## config.mk

```make
export PLATFORM = sky130hd
export DESIGN_NAME = ordered_list_engine_core
export DESIGN_NICKNAME = d
export VERILOG_FILES = /design/src/olist_pkg.sv /design/src/olist_cell.sv /design/src/ordered_list_engine_core.sv
export SDC_FILE = /design/constraint.sdc
export NUM_CORES = 1
export LEC_CHECK = 0
export BUFFER_PORTS_ARGS = -buffer_cell sky130_fd_sc_hd__buf_4
export CAP_MARGIN = 20
export CORE_MARGIN = 4
export CORE_UTILIZATION = 45
export DETAILED_ROUTE_END_ITERATION = 16
export PLACE_DENSITY = 0.59
export SYNTH_ARGS = -nofsm -noshare
export SYNTH_HDL_FRONTEND = slang
export SYNTH_SLANG_ARGS = --single-unit
export TNS_END_PERCENT = 10
```

## constraint.sdc

```tcl
create_clock -name clk -period 5.9 [get_ports clk]
set_clock_uncertainty 0.2 [all_clocks]
set_input_delay 0.295 -clock clk [delete_from_list [all_inputs] [get_ports clk]]
set_output_delay 0.295 -clock clk [all_outputs]
set_load 0.03 [all_outputs]
```

## src/olist_pkg.sv

```systemverilog
// package with shared types and codes for the ordered list engine
package olist_pkg;

  typedef enum logic [2:0] {
    OP_APPEND = 3'd0,
    OP_PUSH   = 3'd1,
    OP_SEARCH = 3'd2,
    OP_POP    = 3'd3,
    OP_REMOVE = 3'd4
  } op_t;

  typedef enum logic [1:0] {
    STS_OK    = 2'd0,
    STS_FULL  = 2'd1,
    STS_EMPTY = 2'd2,
    STS_MISS  = 2'd3
  } status_t;

  typedef enum logic [2:0] {
    CMD_HOLD,
    CMD_COMPARE,
    CMD_APPEND,
    CMD_PUSH,
    CMD_POP,
    CMD_REMOVE
  } cell_cmd_t;

  typedef enum logic {
    ST_IDLE,
    ST_EXEC
  } state_t;

  typedef struct packed {
    cell_cmd_t   cmd;
    logic [31:0] value;
  } cell_ctrl_t;

endpackage

```

## src/olist_cell.sv

```systemverilog
// one list cell: holds an entry, its match flag, and moves data to or from its neighbors
module olist_cell import olist_pkg::*; (
  input  logic        clk,
  input  cell_ctrl_t  ctrl,
  input  logic        active,
  input  logic        is_tail,
  input  logic [31:0] left_data,
  input  logic [31:0] right_data,
  input  logic        hit_in,
  output logic [31:0] data,
  output logic        hit_out
);

  logic [31:0] data_r, data_nxt;
  logic        match_r, match_nxt;

  assign data    = data_r;
  assign hit_out = hit_in | match_r;

  always_comb begin
    data_nxt  = data_r;
    match_nxt = match_r;
    unique case (ctrl.cmd)
      CMD_COMPARE: match_nxt = active && (data_r == ctrl.value);
      CMD_APPEND: begin
        if (is_tail) data_nxt = ctrl.value;
      end
      CMD_PUSH:   data_nxt = left_data;
      CMD_POP:    data_nxt = right_data;
      CMD_REMOVE: begin
        if (hit_out) data_nxt = right_data;
      end
      default: begin
        data_nxt  = data_r;
        match_nxt = match_r;
      end
    endcase
  end

  always_ff @(posedge clk) begin
    data_r  <= data_nxt;
    match_r <= match_nxt;
  end

endmodule

```

## src/ordered_list_engine_core.sv

```systemverilog
// top level of the ordered list engine: control, count and the row of cells
// Usage:
//   A request (in_operation, in_value) transfers at a rising edge with start high and
//   busy low. Operations: append at tail, insert at head, search, remove head,
//   remove first entry equal to in_value.
//   On the transfer edge every cell compares its entry with in_value. The next
//   cycle (busy high) a first-match flag ripples down the row and the cells shift
//   left or right in one step. The result shows on out_found, out_status and
//   out_entry_count with out_valid high for exactly one cycle, the cycle after the
//   busy cycle.
//   A new request is not taken in the busy cycle, while the cell row shifts for the
//   previous one; it may transfer while the previous result is on the output.
//   The receiver cannot stall; each result is taken in its strobe cycle.
//   Reset (rst_n low, synchronous) empties the list and drops any request in flight;
//   entry storage is not cleared, only entries below the count are ever used.
module ordered_list_engine_core import olist_pkg::*; #(
  parameter int DEPTH = 16
) (
  input  logic               clk,
  input  logic               rst_n,
  input  logic               start,
  output logic               busy,
  input  logic [2:0]         in_operation,
  input  logic signed [31:0] in_value,
  output logic               out_valid,
  output logic               out_found,
  output logic [1:0]         out_status,
  output logic [4:0]         out_entry_count
);

  localparam int CW = $clog2(DEPTH + 1);

  state_t         state_r, state_nxt;
  op_t            op_r, op_nxt;
  logic [31:0]    value_r, value_nxt;
  logic [CW-1:0]  count_r, count_nxt;
  logic           out_valid_r, out_valid_nxt;
  logic           out_found_r, out_found_nxt;
  status_t        out_status_r, out_status_nxt;
  logic [4:0]     out_count_r, out_count_nxt;
  logic [CW+4:0]  count_ext;
  cell_ctrl_t     ctrl;
  logic           accept;
  logic           full;
  logic           empty;
  logic           found_all;

  logic [31:0]    cell_data [DEPTH];
  logic [DEPTH:0] hit_chain;

  assign hit_chain[0] = 1'b0;
  assign found_all    = hit_chain[DEPTH];

  for (genvar i = 0; i < DEPTH; i++) begin : g_cell
    olist_cell u_cell (
      .clk        (clk),
      .ctrl       (ctrl),
      .active     (CW'(i) < count_r),
      .is_tail    (CW'(i) == count_r),
      .left_data  ((i == 0) ? ctrl.value : cell_data[(i == 0) ? 0 : i - 1]),
      .right_data ((i == DEPTH - 1) ? cell_data[i] : cell_data[(i == DEPTH - 1) ? i : i + 1]),
      .hit_in     (hit_chain[i]),
      .data       (cell_data[i]),
      .hit_out    (hit_chain[i+1])
    );
  end

  assign busy   = (state_r == ST_EXEC);
  assign accept = start && !busy;
  assign full   = (count_r == CW'(DEPTH));
  assign empty  = (count_r == '0);

  assign count_ext = {5'b0, count_nxt};

  always_comb begin
    state_nxt      = state_r;
    op_nxt         = op_r;
    value_nxt      = value_r;
    count_nxt      = count_r;
    out_valid_nxt  = 1'b0;
    out_found_nxt  = 1'b0;
    out_status_nxt = STS_OK;
    out_count_nxt  = out_count_r;
    ctrl.cmd       = CMD_HOLD;
    ctrl.value     = in_value;
    unique case (state_r)
      ST_IDLE: begin
        if (accept) begin
          ctrl.cmd  = CMD_COMPARE;
          op_nxt    = op_t'(in_operation);
          value_nxt = in_value;
          state_nxt = ST_EXEC;
        end
      end
      ST_EXEC: begin
        ctrl.value    = value_r;
        out_valid_nxt = 1'b1;
        state_nxt     = ST_IDLE;
        unique case (op_r)
          OP_APPEND: begin
            if (full) begin
              out_status_nxt = STS_FULL;
            end else begin
              ctrl.cmd  = CMD_APPEND;
              count_nxt = count_r + 1'b1;
            end
          end
          OP_PUSH: begin
            if (full) begin
              out_status_nxt = STS_FULL;
            end else begin
              ctrl.cmd  = CMD_PUSH;
              count_nxt = count_r + 1'b1;
            end
          end
          OP_SEARCH: begin
            out_found_nxt  = found_all;
            out_status_nxt = found_all ? STS_OK : STS_MISS;
          end
          OP_POP: begin
            if (empty) begin
              out_status_nxt = STS_EMPTY;
            end else begin
              ctrl.cmd  = CMD_POP;
              count_nxt = count_r - 1'b1;
            end
          end
          OP_REMOVE: begin
            if (empty) begin
              out_status_nxt = STS_EMPTY;
            end else if (found_all) begin
              ctrl.cmd      = CMD_REMOVE;
              count_nxt     = count_r - 1'b1;
              out_found_nxt = 1'b1;
            end else begin
              out_status_nxt = STS_MISS;
            end
          end
          default: out_status_nxt = STS_OK;
        endcase
        out_count_nxt = count_ext[4:0];
      end
      default: state_nxt = ST_IDLE;
    endcase
  end

  always_ff @(posedge clk) begin
    if (!rst_n) begin
      state_r     <= ST_IDLE;
      count_r     <= '0;
      out_valid_r <= 1'b0;
    end else begin
      state_r     <= state_nxt;
      count_r     <= count_nxt;
      out_valid_r <= out_valid_nxt;
    end
  end

  always_ff @(posedge clk) begin
    op_r         <= op_nxt;
    value_r      <= value_nxt;
    out_found_r  <= out_found_nxt;
    out_status_r <= out_status_nxt;
    out_count_r  <= out_count_nxt;
  end

  assign out_valid       = out_valid_r;
  assign out_found       = out_found_r;
  assign out_status      = out_status_r;
  assign out_entry_count = out_count_r;

endmodule

```

==> results.py <==
metrics = {
    "drt": {
        "detail_route.iter0.violations": 3621,
        "post-route-drc-count": 0,
        "detailed_route_wire_length_um": 110500,
        "avgRoutedWirePerCell_um": 33.30,
        "avgViaCountPerCell": 6.837,
        "dr.pass1.iters": 7,
        "number_of_nets_with_antenna_violations_after_detailed_routing": 0,
        "vias": 22690,
    },
    "synthesis": {
        "yosysUniqueCellTypes": 56,
        "ys_dominant_reg_cell": "sky130_fd_sc_hd__edfxtp_1",
        "synth_seq_cells": 578,
        "yosys_warnings": 0,
        "post_synth_instance_area_um2": 31400,
        "synth_cells": 2345,
        "top_cells_by_area_in_the_synthesized_netlist": "sky130_fd_sc_hd__edfxtp_1 54%, sky130_fd_sc_hd__a221o_1 14%, sky130_fd_sc_hd__xnor2_1 12%",
        "avgSynthCellArea_um2": 13.39,
        "synth_seq_area_share_pct": 54.95,
        "number_of_flops_mapped_to_enable_cells_by_yosys": 568,
        "mappedNetlistNets": 2388,
        "netlist.top_cell.by_area": "sky130_fd_sc_hd__edfxtp_1",
        "synthArstFlopShare_pct": 0,
        "yosysTopAreaCellShare_pct": 54.32,
    },
    "timing": {
        "worst_hold_slack_ns": 0.2092,
        "final.period_utilization_pct": 75.21,
        "min_period_ns": 4.438,
        "grt_setup_unrepaired": "false",
        "fmaxAchievable_ghz": 0.2253,
        "worst-slew-pin-transition_ns": 1.180,
        "hold_viol": 0,
        "max_slew_margin_pct": 20.76,
        "drv_slew": 0,
        "final-setup-viol-count": 0,
        "tns_ns": 0,
    },
    "worst_hold_path": {
        "worstHoldPathType": "input port to register",
    },
    "layout": {
        "syn2layout_area_growth_pct": 12.81,
        "mostFrequentLayoutCell": "sky130_fd_sc_hd__edfxtp_1",
        "number_of_antenna_cells_inserted": 0,
        "layout.cells.most_common_list": "568 x sky130_fd_sc_hd__edfxtp_1, 448 x sky130_fd_sc_hd__a221o_1, 445 x sky130_fd_sc_hd__xnor2_1, 116 x sky130_fd_sc_hd__buf_4, 109 x sky130_fd_sc_hd__nor4_1",
        "filler_cell_count": 5867,
        "nets": 2383,
        "final_layout_size_suffix_gt1_share_pct": 12.94,
    },
    "floorplan": {
        "effective_utilization_at_floorplan_pct": 45.63,
        "height_of_the_die_um": 272.2,
        "io_pins": 48,
        "fp-row-count": 96,
        "die_area_um2": 74070,
        "dieWidth_um": 272.2,
        "floorplan.core_area_um2": 68830,
    },
    "clocking": {
        "clock_tree_from_tritoncts": "yes",
        "clock_tree.root_cell": "sky130_fd_sc_hd__clkbuf_16",
        "clock_tree.htree_level_count": 3,
        "cts_inserted_buffers": 69,
        "worst_setup_hold_path_clk_slew_ns": 0.06,
        "cts_buffer_depth": 3,
        "cts.repair_timing.setup_buffer_count": 0,
        "clock_insertion_delay_worst_skew_ns": 0.61,
        "clock-sinks": 578,
    },
    "placed_design": {
        "dp_hpwl_um": 80640,
        "portBuffers": 47,
        "finalWeightedCongestion": 0.9865,
    },
    "power": {
        "power.ir.vdd_worst_uv": 162.6,
        "p_leak_nw": 11.17,
        "powerDensity_nw_per_um2": 298.6,
    },
    "global_route": {
        "antenna_found_initial": 1,
        "globalRouteMet1Util_pct": 40.59,
        "globalRouteOverflowTotal": 0,
        "gr-max-usage-layer": "met2",
        "number_of_global_route_vias_before_repair": 21480,
        "groute.usage.overall_pct": 28.87,
        "global_route_wire_length_before_repair_um": 156700,
        "pin_count_of_the_biggest_net_entering_global_routing": 86,
        "groute.layer.met3.usage_pct": 4.730,
        "groute.layer.met2.usage_pct": 42.76,
    },
    "status": {
        "outcome": "finished, final reports clean",
    },
    "critical_path": {
        "worst_setup_path_start_kind": "register",
        "critPathCaptureType": "register",
        "path_class": "register to register",
        "timing.critical_path.fanout_max": 72,
        "crit_arrival_ns": 4.71,
        "worst-endpoint-required_ns": 6.17,
    },
    "job": {
        "cap_violations": 0,
    },
}
==> area by class of cell <==
class | count | area, µm² | area share (%)
Clock buffer | 92 | 1877 | 5.298
Multi-Input combinational cell | 1514 | 13380 | 37.78
Inverter | 9 | 33.78 | 0.09536
Tap cell | 931 | 1165 | 3.288
Timing Repair Buffer | 168 | 1519 | 4.288
Clock inverter | 27 | 187.7 | 0.5298
Sequential cell | 578 | 17260 | 48.72
==> per-layer routing <==
metal | vias up | routed length, µm
met5 | - | 13
met4 | 2 | 6969
met3 | 228 | 10450
met2 | 1470 | 48370
met1 | 11480 | 44710
li1 | 9515 | -
==> logic make-up (layout without fill, tap and decap cells) <==
kind of cell / after synthesis / count (layout) / share of synthesized area [%]
AOI/OAI and AO/OA: 593 / 593 / 17.18
DFF: 578 / 578 / 54.95
xor gates and xnor gates: 515 / 515 / 14.36
and+or+nand+nor: 369 / 369 / 7.889
buffers and inverters: 253 / 296 / 4.391
muxes: 32 / 32 / 1.020
adders and majority gates: 5 / 5 / 0.1992
==> power breakdown <==
group	leakage [nW]	internal (W)	total, W	switching [W]
logic	4.86	0.000626	0.00158	0.000950
registers	5.30	0.00476	0.00495	0.000186
clock network	1.00	0.00232	0.00406	0.00174
total	11.2	0.00770	0.0106	0.00288
==> per-stage QoR <==
step                      instances  utilization, %  instance area [µm²]  total power, W  setup WS (ns)
after floorplan                2345               -                31400        0.005951         0.2781
after global placement         3160           47.88                32950        0.006520          1.611
after detailed placement       3160           47.88                32950        0.006549          1.594
after CTS                      3316           51.42                35390         0.01058          1.576
after global routing           3319           51.47                35430         0.01087          1.228
final                          3319           51.47                35430         0.01058          1.462
==> synth_stat cells (2+ instances only) <==
library cell and instances:
sky130_fd_sc_hd__a31oi_1 10, sky130_fd_sc_hd__or4_1 2, sky130_fd_sc_hd__clkbuf_1 63, sky130_fd_sc_hd__and3_1 4, sky130_fd_sc_hd__nor4_4 25, sky130_fd_sc_hd__o21ai_0 12, sky130_fd_sc_hd__and2_1 7, sky130_fd_sc_hd__nor2_1 52
sky130_fd_sc_hd__xnor2_1 445, sky130_fd_sc_hd__a21o_1 33, sky130_fd_sc_hd__mux2i_1 32, sky130_fd_sc_hd__nor4_1 110, sky130_fd_sc_hd__nor2b_1 2, sky130_fd_sc_hd__nor3_1 64, sky130_fd_sc_hd__xor2_1 70, sky130_fd_sc_hd__inv_1 9
sky130_fd_sc_hd__a211oi_1 9, sky130_fd_sc_hd__ha_1 5, sky130_fd_sc_hd__buf_6 22, sky130_fd_sc_hd__buf_1 10, sky130_fd_sc_hd__a311oi_1 2, sky130_fd_sc_hd__o211ai_1 3, sky130_fd_sc_hd__dfxtp_1 10, sky130_fd_sc_hd__or3_1 4
sky130_fd_sc_hd__edfxtp_1 568, sky130_fd_sc_hd__or2_2 4, sky130_fd_sc_hd__a21oi_1 60, sky130_fd_sc_hd__a221o_1 448, sky130_fd_sc_hd__or2_1 2, sky130_fd_sc_hd__buf_2 118, sky130_fd_sc_hd__nand4_1 35, sky130_fd_sc_hd__nand3_1 24
sky130_fd_sc_hd__o21a_1 3, sky130_fd_sc_hd__nor4_2 8, sky130_fd_sc_hd__o22ai_1 2, sky130_fd_sc_hd__nand2_1 17, sky130_fd_sc_hd__o2111ai_1 2, sky130_fd_sc_hd__buf_4 31
==> sequential cells by signal, indices dropped and copies added (netlist names) <==
| register | count |
|---|---|
| g_cell.u_cell.data | 512 |
| value_r | 32 |
| g_cell.u_cell.match_r | 16 |
| count_r | 5 |
| out_entry_count | 5 |
| op_r | 3 |
| out_status | 2 |
| busy | 1 |
| out_found | 1 |
| out_valid | 1 |
==> worst paths after layout <==
kind	startpoint	end	slack [ns]	cells after the start
max	count_r[0]	g_cell[13].u_cell.data[11]	1.46	8
min	in_operation[2]	op_r[2]	0.21	2
max reg2reg	count_r[0]	g_cell[13].u_cell.data[11]	1.46	8
min reg2reg	g_cell[15].u_cell.data[8]	g_cell[14].u_cell.data[8]	0.41	1
==> worst max-delay path, stage by stage, from the launching register on <==
cell and delay [ns]:
sky130_fd_sc_hd__dfxtp_1 0.68, sky130_fd_sc_hd__inv_1 0.21, sky130_fd_sc_hd__ha_1 0.37, sky130_fd_sc_hd__and4bb_2 0.30, sky130_fd_sc_hd__nor2_1 0.41, sky130_fd_sc_hd__and3_4 0.71
sky130_fd_sc_hd__buf_12 0.43, sky130_fd_sc_hd__buf_4 0.56, sky130_fd_sc_hd__a221o_1 0.27
==> timing repair <==
action	4_1_cts	5_1_grt
hold buffers	37	0
hold endpoints to repair	54	0
gates resized for setup	0	0
No activity file was read; power rests on OpenSTA's default activity.
